File: config.mk
export PLATFORM = sky130hd
export DESIGN_NAME = dcm_div6
export DESIGN_NICKNAME = d
export VERILOG_FILES = /design/src/rtl/dcm_pkg.sv /design/src/rtl/dcm_div6.sv
export SDC_FILE = /design/constraint.sdc
export NUM_CORES = 1
export LEC_CHECK = 0
export ABC_AREA = 1
export ABC_CLOCK_PERIOD_IN_PS = 4000
export BUFFER_PORTS_ARGS = -buffer_cell sky130_fd_sc_hd__buf_2
export CORE_ASPECT_RATIO = 1.4
export CORE_UTILIZATION = 50
export DETAILED_ROUTE_END_ITERATION = 8
export GPL_TIMING_DRIVEN = 0
export PLACE_DENSITY = 0.85
export SETUP_SLACK_MARGIN = 0.05
export SLEW_MARGIN = 20
export SYNTH_ARGS = -nofsm -noshare
export SYNTH_HDL_FRONTEND = slang
export SYNTH_SLANG_ARGS = --single-unit
export TNS_END_PERCENT = 100
File: constraint.sdc
create_clock -name clk -period 4 [get_ports clk]
set_input_delay 0.2 -clock clk [delete_from_list [all_inputs] [get_ports clk]]
set_output_delay 0.2 -clock clk [all_outputs]
set_load 0.01 [all_outputs]
File: src/rtl/dcm_pkg.sv
// ----------------------------------------------------------------------------
// dcm_pkg
// Shared types, widths and codes for the dc motor rk4 step core.
// ----------------------------------------------------------------------------
package dcm_pkg;

  // field and datapath widths
  localparam int Q_W       = 32;   // signed q16.16 values
  localparam int COEF_W    = 31;   // unsigned q15.16 coefficients
  localparam int STEP_W    = 24;   // unsigned q0.24 step size
  localparam int PROD_W    = 64;   // multiplier product
  localparam int TERM_W    = 48;   // product rounded to q32.16
  localparam int SUM_W     = 50;   // exact sums ahead of saturation
  localparam int INC_W     = 40;   // h*k rounded to q24.16
  localparam int ACC_W     = 60;   // exact weighted sum of h*k
  localparam int DIV_W     = 36;   // divide-by-six dividend
  localparam int QUO_W     = 33;   // divide-by-six quotient
  localparam int DIV_BITS  = 4;    // dividend bits retired per cycle
  localparam int DIV_STEPS = DIV_W / DIV_BITS;
  localparam int LANES     = 2;    // current and speed

  // sequencer state
  typedef enum logic [2:0] {
    ST_IDLE,
    ST_RUN,
    ST_DRAIN,
    ST_LOAD,
    ST_DIV,
    ST_FIN
  } state_t;

  // micro-ops of one rk4 stage, in issue order
  typedef enum logic [2:0] {
    OP_RA_I,
    OP_GAFL_W,
    OP_INVL_U,
    OP_GAFJ_I,
    OP_BJ_W,
    OP_INVJ_T,
    OP_H_KI,
    OP_H_KW
  } op_t;

  // configuration register indexes
  typedef enum logic [2:0] {
    REG_RA_OVER_LA,
    REG_GAF_OVER_LA,
    REG_INV_LA,
    REG_GAF_OVER_J,
    REG_B_OVER_J,
    REG_INV_J,
    REG_STEP_SIZE
  } reg_idx_t;

  // clamp an exact sum to the signed 32-bit range
  function automatic logic signed [Q_W-1:0] sat32(input logic signed [SUM_W-1:0] v);
    logic signed [SUM_W-1:0] max_v;
    logic signed [SUM_W-1:0] min_v;
    max_v = SUM_W'(64'sh7fff_ffff);
    min_v = -max_v - SUM_W'(1);
    if (v > max_v) begin
      sat32 = {1'b0, {(Q_W-1){1'b1}}};
    end else if (v < min_v) begin
      sat32 = {1'b1, {(Q_W-1){1'b0}}};
    end else begin
      sat32 = v[Q_W-1:0];
    end
  endfunction

endpackage

File: src/rtl/dcm_div6.sv
// ----------------------------------------------------------------------------
// dcm_div6
// Two-lane serial divider by six, DIV_BITS dividend bits per cycle.
// ----------------------------------------------------------------------------
module dcm_div6 import dcm_pkg::*; (
  input  logic             clk,
  input  logic             rst,
  input  logic             start,
  input  logic [DIV_W-1:0] dividend [LANES],
  output logic             done,
  output logic [QUO_W-1:0] quotient [LANES]
);

  localparam int CNT_W = $clog2(DIV_STEPS + 1);
  localparam logic [3:0] DIVISOR = 4'd6;

  logic             active;
  logic [CNT_W-1:0] cnt;
  logic [2:0]       rem [LANES];
  logic [DIV_W-1:0] sh [LANES];
  logic [2:0]       rem_next [LANES];
  logic [DIV_W-1:0] sh_next [LANES];

  // restoring division, DIV_BITS bits per lane each cycle
  always_comb begin
    logic [3:0]       t;
    logic [2:0]       r;
    logic [DIV_W-1:0] s;
    for (int l = 0; l < LANES; l++) begin
      r = rem[l];
      s = sh[l];
      for (int k = 0; k < DIV_BITS; k++) begin
        t = {r, s[DIV_W-1]};
        if (t >= DIVISOR) begin
          r = 3'(t - DIVISOR);
          s = {s[DIV_W-2:0], 1'b1};
        end else begin
          r = t[2:0];
          s = {s[DIV_W-2:0], 1'b0};
        end
      end
      rem_next[l] = r;
      sh_next[l]  = s;
    end
  end

  // step counter and done pulse
  always_ff @(posedge clk) begin
    if (rst) begin
      active <= 1'b0;
      cnt    <= '0;
      done   <= 1'b0;
    end else begin
      done <= 1'b0;
      if (start) begin
        active <= 1'b1;
        cnt    <= '0;
      end else if (active) begin
        cnt <= cnt + CNT_W'(1);
        if (cnt == CNT_W'(DIV_STEPS - 1)) begin
          active <= 1'b0;
          done   <= 1'b1;
        end
      end
    end
  end

  // dividend shifts out, quotient shifts in
  always_ff @(posedge clk) begin
    for (int l = 0; l < LANES; l++) begin
      if (start) begin
        rem[l] <= '0;
        sh[l]  <= dividend[l];
      end else if (active) begin
        rem[l] <= rem_next[l];
        sh[l]  <= sh_next[l];
      end
    end
  end

  always_comb begin
    for (int l = 0; l < LANES; l++) begin
      quotient[l] = sh[l][QUO_W-1:0];
    end
  end

endmodule

==> results.yml, run 1 <==
grt:
  grt-ovfl-total: 0
  antenna_found_initial: 0
  grt_max_degree: 58
  grt_pass1_vias: 3629
  grt_pass1_wl_mm: 16.6
  grt.total_usage_pct: 24.4
floorplan:
  die-width_um: 80.8
  die_h_um: 112
  rows: 39
  start_util_pct: 52.4
  io_pins: 142
  core_um2: 8300
  die_area_um2: 9070
drt:
  vias_per_cell: 4.89
  wire_per_inst_um: 14.0
  routed_wl_mm: 10.5
  drcViolationCount: 0
  vias: 3656
  ant_nets: 0
  drt-initial-drc-count: 245
  dr.pass1.iters: 5
logic_synthesis:
  ys_types: 24
  synthSimpleGateAreaFrac_pct: 26.2
  syn_nets: 566
  synthTopCellsByCount: "nand2_1 (242), edfxtp_1 (78), buf_4 (66)"
  synth_top_family_by_area: "simple AND/OR/NAND/NOR gates"
  netlist.area_leader.share_pct: 53.9
  synth_compound_area_share_pct: 1.79
  synth.area.mux_share_pct: 0
  synth_top_cell_by_area: "edfxtp_1"
  yosys.area_share.adder_pct: 0.576
  synth_cells: 489
  synth-xor-area-share_pct: 0
  syn_avg_cell_area_um2: 8.89
  synth_area_um2: 4350
  synth_ff_type: "edfxtp_1"
  async_flop_share_pct: 0
  synth-edff-count: 78
  synthTopCellsByArea: "edfxtp_1 (54%), nand2_1 (21%), buf_4 (11%), dfxtp_1 (2.8%), nand3_1 (2.1%)"
  yosys_warnings: 0
  yosysMostFrequentCell: "nand2_1"
  ys_ff_latch: 84
  ys_seq_area_share_pct: 56.7
final_layout:
  drive_gt1_share_pct: 36.1
  num-nets-final: 719
  area.growth.synth_to_final_pct: 26.5
  antennaDiodeCount: 0
clocking:
  cts_made_buffers: 9
  htreeDepth: 3
  root_buffer: "clkbuf_16"
  cts_buffer_depth: 2
  cts_hold_buf: 0
  clk_latency_ns: 0.34
  tritoncts: "yes"
  cts_resized: 0
  cts.clk_slew.worst_paths_ns: 0.06
  clock_sinks: 84
  post_cts_buffers: 0
place:
  gp_congestion: 0.925
  dpl.hpwl_mm: 7.75
  port_buffers: 141
sta:
  hold_viol: 0
  fmax_mhz: 559
  drv_slew: 0
  period_share_pct: 44.7
  rsz0062_at_grt: "false"
  fin_worst_skew_ns: 0.00736
  setup_tns_ns: 0
  worst_slew_pin_slew_ns: 0.574
  max_slew_margin_pct: 61.7
  fin_crit_ns: 1.79
  final-setup-viol-count: 0
job:
  cap_viol_max_count: 0
pwr:
  seqPwrFrac_pct: 47.6
  p_leak_nw: 2.81
  ir_drop_uv: 388
  cellPowerDensity_nw_per_um2: 427
  swShare_pct: 25.8
  p_int_w: 0.00174
  fin_total_pwr_w: 0.00234
  comb_power_share_pct: 18.5
  switchingPower_w: 0.000604
  p_clk_share_pct: 33.9
setup_path:
  critPathLaunchType: "register"
  critPathKind: "register to register"
  crit_path_end_kind: "register"
  cp_max_fo: 10
  required_ns: 4.09
  arrival_ns: 1.88
hold_path:
  hp-class: "input pin to register"
status:
  status: "complete, no violations"
[power groups by stage]
| stage | sequential (W) | combinational [W] | clock [W] |
|---|---|---|---|
| floorplan | 0.00112 | 0.000280 | 0 |
| global placement | 0.00113 | 0.000412 | 0 |
| detailed placement | 0.00113 | 0.000433 | 0 |
| CTS | 0.00111 | 0.000435 | 0.000805 |
| global route | 0.00112 | 0.000481 | 0.000837 |
| finish | 0.00112 | 0.000434 | 0.000796 |
[per-stage QoR]
stage / utilization, % / cell area (um2) / setup slack [ns] / hold WS (ns) / std cells
3_3_place_gp: 62.4 / 5180 / 0.675 / 0.387 / 732
4_1_cts: 66.2 / 5500 / 2.22 / 0.0457 / 748
3_5_place_dp: 62.9 / 5210 / 2.22 / 0.396 / 733
6_report: 66.2 / 5500 / 2.21 / 0.0511 / 748
5_1_grt: 66.2 / 5500 / 2.08 / 0.0614 / 748
2_1_floorplan: - / 4350 / 1.41 / 0.269 / 489
[routing by layer]
layer	GRT usage, %	wire [um]	up-vias
li1	-	-	1807
met1	29.0	4190	1687
met2	41.8	5430	128
met3	4.23	472	34
met4	12.4	394	0
met5	0	0	-
[logic make-up (layout without fill, tap and decap cells)]
kind of cell,after synthesis,in the layout
AO/OA/AOI/OAI,13,13
adder cells (fa/ha/maj),2,2
buffers and inverters,105,262
flip-flops,84,84
AND/OR/NAND/NOR,285,285
[cell usage in the layout (no fill, tap or decap)]
cell type and count:
a211oi_1 1, a21oi_1 5, a31oi_1 4, buf_16 1, buf_2 142, buf_4 66, bufinv_16 1, clkbuf_1 14
clkbuf_16 9, clkinv_1 1, clkinv_2 3, clkinvlp_4 1, dfxtp_1 6, edfxtp_1 78, ha_1 2, inv_1 22
inv_2 2, nand2_1 241, nand2_2 3, nand2_4 1, nand3_1 18, nand3_2 2, nand3b_1 1, nand4_1 3
nor2_1 11, nor2_2 1, nor2_4 1, nor3_1 3, o21a_1 1, o21ai_1 1, o21bai_1 1
[flip-flops by register name, indices dropped and copies added, names as in the netlist]
register	count
active	1
cnt	4
done	1
rem	6
sh	72
[area by class of cell]
class,instances,area (um2)
well taps,102,128
clock inverters,6,56.3
clock buffers,9,225
repair buffers,142,733
multi-input cells,300,1250
flip-flops and latches,84,2460
inverters,24,90.1
plain buffers,81,553
fillers,681,2800
[worst max-delay path, stage by stage, from the launching register on]
cell and delay [ns]:
dfxtp_1 0.41, inv_1 0.17, nor2_4 0.28, inv_2 0.14
clkbuf_1 0.31, nand2_1 0.18, nand2_1 0.06
[worst paths after layout]
check | from | endpoint | slack, ns | depth (start not counted)
max | active | sh[0][5] | 2.21 | 6
min reg2reg | cnt[3] | cnt[3] | 0.51 | 1
min | rst | done | 0.05 | 2
max reg2reg | active | sh[0][5] | 2.21 | 6
No activity file was read; power rests on OpenSTA's default activity.
==> inputs of run 2 (changes only) <==
ABC_CLOCK_PERIOD_IN_PS = 1700   (was 4000)
clock period = 1.7 ns   (was 4 ns; I/O delays follow)
==> results.yml, run 2 (synthesis results as in run 1) <==
setup_path:
  r2r_cells: 12
  path_buf_inv: 1
  worstPathCellList: "inv_2 -> nand2_1 -> nand2_1 -> nand2_1 -> nand3_2 -> nand2_1 -> nand3_2 -> nand3_2 -> nand3_2 -> nand2_1 -> nand2_1 -> nand2_1"
  cp_max_fo: 4
  cp_common_cell: "nand2_1"
  slowest_stage: "edfxtp_1"
  critPathLaunchType: "register"
  arrival_ns: 1.79
  cp.depth: 12
  crit_family: "simple AND/OR/NAND/NOR gates"
  critPathKind: "register to register"
  required_ns: 1.79
  crit_path_end_kind: "register"
  cpPeakStageDelay_ns: 0.50
grt:
  grt_max_degree: 79
  grt_pass1_vias: 3575
  antenna_found_initial: 0
  grt-ovfl-total: 0
  grt.total_usage_pct: 24.7
  grt_pass1_wl_mm: 16.7
sta:
  period_share_pct: 99.8
  fin_crit_ns: 1.70
  fmax_mhz: 590
  fin_worst_skew_ns: 0.00984
  setup_tns_ns: 0
  drv_slew: 0
  hold_viol: 0
  max_slew_margin_pct: 59.8
  final-setup-viol-count: 0
  worst_slew_pin_slew_ns: 0.602
  holdWs_ns: 0.0109
  rsz0062_at_grt: "true"
place:
  gp_congestion: 0.897
  placed_cells: 732
  port_buffers: 141
  dpl.hpwl_mm: 7.73
floorplan:
  die_h_um: 112
  die-width_um: 80.8
  start_util_pct: 52.4
  die_area_um2: 9070
  core_um2: 8300
  io_pins: 142
  rows: 39
pwr:
  fin_total_pwr_w: 0.00566
  cellPowerDensity_nw_per_um2: 982
  p_leak_nw: 2.94
  ir_drop_uv: 677
clocking:
  root_buffer: "clkbuf_16"
  clk_latency_ns: 0.34
  cts_made_buffers: 9
  clock_sinks: 84
  htreeDepth: 3
  tritoncts: "yes"
  cts.clk_slew.worst_paths_ns: 0.06
  cts_buffer_depth: 2
drt:
  routed_wl_mm: 11.3
  drcViolationCount: 0
  wire_per_inst_um: 14.8
  dr.pass1.iters: 4
  vias: 3772
  vias_per_cell: 4.94
  drt-initial-drc-count: 217
  ant_nets: 0
final_layout:
  antennaDiodeCount: 0
  drive_gt1_share_pct: 43.4
  layout_common_cells: "nand2_1 (227), buf_2 (143), edfxtp_1 (78), buf_4 (76), inv_1 (20)"
  fillCellCount: 624
  layout_commonest_cell: "nand2_1"
  regMostFlops: "sh"
  fin_cells: 763
  num-nets-final: 733
  largest_reg_flops: 72
  largestRegisters: "sh (72), rem (6), cnt (4)"
  area.growth.synth_to_final_pct: 32.6
job:
  cap_viol_max_count: 0
status:
  status: "complete, no violations"
hold_path:
  hp-class: "input pin to register"
  whs_path_depth: 3
-- run 2: cell types whose count changed in the layout (fill, tap and decap cells not counted), sizes merged --
cell / delta
buf: +13
dlygate4sd3: +4
clkinv: -3
clkinvlp: +3
bufinv: -1
clkbuf: -1
-- run 2: worst min-delay path, cell delays in order --
cell	delay (ns)
buf_2	0.07
nand2_1	0.04
nand2_1	0.05
-- run 2: metrics by stage --
step	instance area [um2]	utilization [%]	worst slack, ns
2_1_floorplan	4350	-	0.237
3_3_place_gp	5190	62.5	-0.0266
3_5_place_dp	5190	62.5	-0.0826
4_1_cts	5580	67.3	0.0508
5_1_grt	5760	69.5	-0.0715
6_report	5760	69.5	0.00365
-- run 2: path summary, 6_finish.rpt --
| path | to | start | slack, ns |
|---|---|---|---|
| max | sh[1][0] | rem[1][0] | 0.004 |
| min | sh[1][22] | dividend[22] | 0.01 |
| max reg2reg | sh[1][0] | rem[1][0] | 0.004 |
| min reg2reg | cnt[3] | cnt[3] | 0.50 |
-- run 2: report_power, final --
| part | switching, W | total, W | internal (W) |
|---|---|---|---|
| registers | 0.000137 | 0.00264 | 0.00250 |
| logic | 0.000599 | 0.00114 | 0.000538 |
| clock network | 0.000806 | 0.00188 | 0.00108 |
-- run 2: metal layers --
metal	vias to the layer above	routed length, um	GRT usage (%)	part of all wire (%)
met4	0	374	12.3	3.3
met2	145	6000	41.4	53
met3	29	450	4.47	4.0
met1	1762	4480	30.0	40
met5	-	0	0	0
li1	1836	-	-	-
-- run 2: cell type report --
cell class              count  area, um2  share of cell area [%]
flip-flops and latches     84       2460                    42.8
inverters                  24       90.1                    1.56
repair buffers            158        863                    15.0
multi-input cells         300       1370                    23.8
well taps                 102        128                    2.21
clock buffers              11        254                    4.41
clock inverters             5       35.0                   0.608
plain buffers              79        559                    9.71
-- run 2: repair_timing --
item / in CTS / in global routing
endpoints found under the setup margin: 139 / 76
gates resized for setup: 9 / 44
pin swaps: 1 / 15
endpoints found under the hold margin: 5 / 0
buffers inserted: 5 / 8
hold buffers: 4 / 0
==> inputs of run 3 (changes only) <==
ABC_CLOCK_PERIOD_IN_PS = 1800   (was 1700)
CAP_MARGIN = 20   (was default)
GPL_ROUTABILITY_DRIVEN = 0   (was default)
clock period = 1.8 ns   (was 1.7 ns; I/O delays follow)
==> results.yml, run 3 (synthesis results as in run 1) <==
status:
  status: "complete, no violations"
final_layout:
  fin_area_um2: 5570
  largestRegisters: "sh (72), rem (6), cnt (4)"
  regArea_um2: 2460
  drive_gt1_share_pct: 39.6
  fillCellCount: 646
  area.growth.synth_to_final_pct: 28.2
  multi_input_area_um2: 1290
  layout_common_cells: "nand2_1 (235), buf_2 (142), edfxtp_1 (78), buf_4 (71), inv_1 (21)"
  num-nets-final: 723
  fin_util_pct: 67.2
  largest_reg_flops: 72
  antennaDiodeCount: 0
  layout_commonest_cell: "nand2_1"
  regMostFlops: "sh"
drt:
  wire_per_inst_um: 14.3
  drt-initial-drc-count: 245
  drcViolationCount: 0
  vias: 3699
  routed_wl_mm: 10.8
  vias_per_cell: 4.91
  dr.pass1.iters: 5
  ant_nets: 0
sta:
  hold_viol: 0
  final-setup-viol-count: 0
  fin_crit_ns: 1.68
  period_share_pct: 93.3
  drv_slew: 0
  worst_slew_pin_slew_ns: 0.611
  setup_tns_ns: 0
  max_slew_margin_pct: 59.3
  rsz0062_at_grt: "true"
  fin_worst_skew_ns: 0.00881
  fmax_mhz: 596
setup_path:
  required_ns: 1.89
  critPathLaunchType: "register"
  crit_family: "simple AND/OR/NAND/NOR gates"
  arrival_ns: 1.76
  slowest_stage: "edfxtp_1"
  crit_path_end_kind: "register"
  worstPathCellList: "nand2_1 -> nand3_1 -> nand2_1 -> nand2_1 -> o21bai_1 -> nand3_1 -> nand2_1 -> a21oi_1"
  cp_common_cell: "nand2_1"
  cpPeakStageDelay_ns: 0.42
  cp_max_fo: 5
  path_buf_inv: 0
  critPathKind: "register to register"
floorplan:
  start_util_pct: 52.4
  die-width_um: 80.8
  rows: 39
  io_pins: 142
  die_area_um2: 9070
  core_um2: 8300
  die_h_um: 112
place:
  dpl.hpwl_mm: 7.73
  placed_cell_area_um2: 5190
  port_buffers: 141
clocking:
  cts_buffer_depth: 2
  clock_sinks: 84
  htreeDepth: 3
  cts.clk_slew.worst_paths_ns: 0.07
  clk_latency_ns: 0.34
  tritoncts: "yes"
  root_buffer: "clkbuf_16"
  cts_made_buffers: 9
hold_path:
  hp-class: "input pin to register"
pwr:
  p_leak_nw: 2.86
  ir_drop_uv: 638
  cellPowerDensity_nw_per_um2: 943
grt:
  grt.total_usage_pct: 24.4
  grt_pass1_vias: 3517
  antenna_found_initial: 0
  grt-ovfl-total: 0
  grt_pass1_wl_mm: 16.5
  grt_max_degree: 79
job:
  cap_viol_max_count: 0
-- run 3: worst paths after layout --
check | start | to | slack [ns] | cells after the start
setup reg to reg | rem[0][0] | rem[0][1] | 0.12 | 8
hold / removal | dividend[63] | sh[0][27] | 0.02 | 3
hold reg to reg | active | active | 0.50 | 2
setup / recovery | rem[0][0] | rem[0][1] | 0.12 | 8
-- run 3: worst register-to-register path: stages, from the launching register on --
cell and delay (ns):
edfxtp_1 0.42, nand2_1 0.17, nand3_1 0.14, nand2_1 0.09, nand2_1 0.09, o21bai_1 0.24
nand3_1 0.15, nand2_1 0.09, a21oi_1 0.04
-- run 3: repair_timing --
item,in CTS,in global routing
endpoints found under the hold margin,2,0
gates resized for setup,4,24
pin swaps,0,3
buffers inserted,0,5
setup endpoints to repair,74,72
hold buffers,1,0
-- run 3: report_power, final --
part	switching, W	internal [W]	total (W)
clock	0.000756	0.00102	0.00177
sequential	0.000121	0.00236	0.00249
combinational	0.000529	0.000465	0.000994
-- run 3: area by class of cell --
type | instances | share of cell area (%)
Buffer | 80 | 10.1
Clock buffer | 11 | 4.56
Clock inverter | 5 | 0.629
Inverter | 24 | 1.62
Multi-Input combinational cell | 300 | 23.1
Sequential cell | 84 | 44.2
Tap cell | 102 | 2.29
Timing Repair Buffer | 147 | 13.5
-- run 3: routing by layer --
layer  track usage (%)  up-vias  part of all wire (%)
li1                  -     1818                     -
met1              29.7     1707                    39
met2              40.8      145                    52
met3              4.47       29                   5.4
met4              12.0        0                   3.7
met5                 0        -                     0
-- run 3: through the flow --
stage                     instances  power (W)  setup WS, ns  hold slack (ns)
after floorplan                 489    0.00310         0.337            0.159
after global routing            753    0.00547      -0.00930          0.00553
after CTS                       749    0.00523        0.0501          0.00320
after global placement          732    0.00342        0.0734            0.276
final                           753    0.00525         0.121           0.0173
after detailed placement        732    0.00346        0.0174            0.281
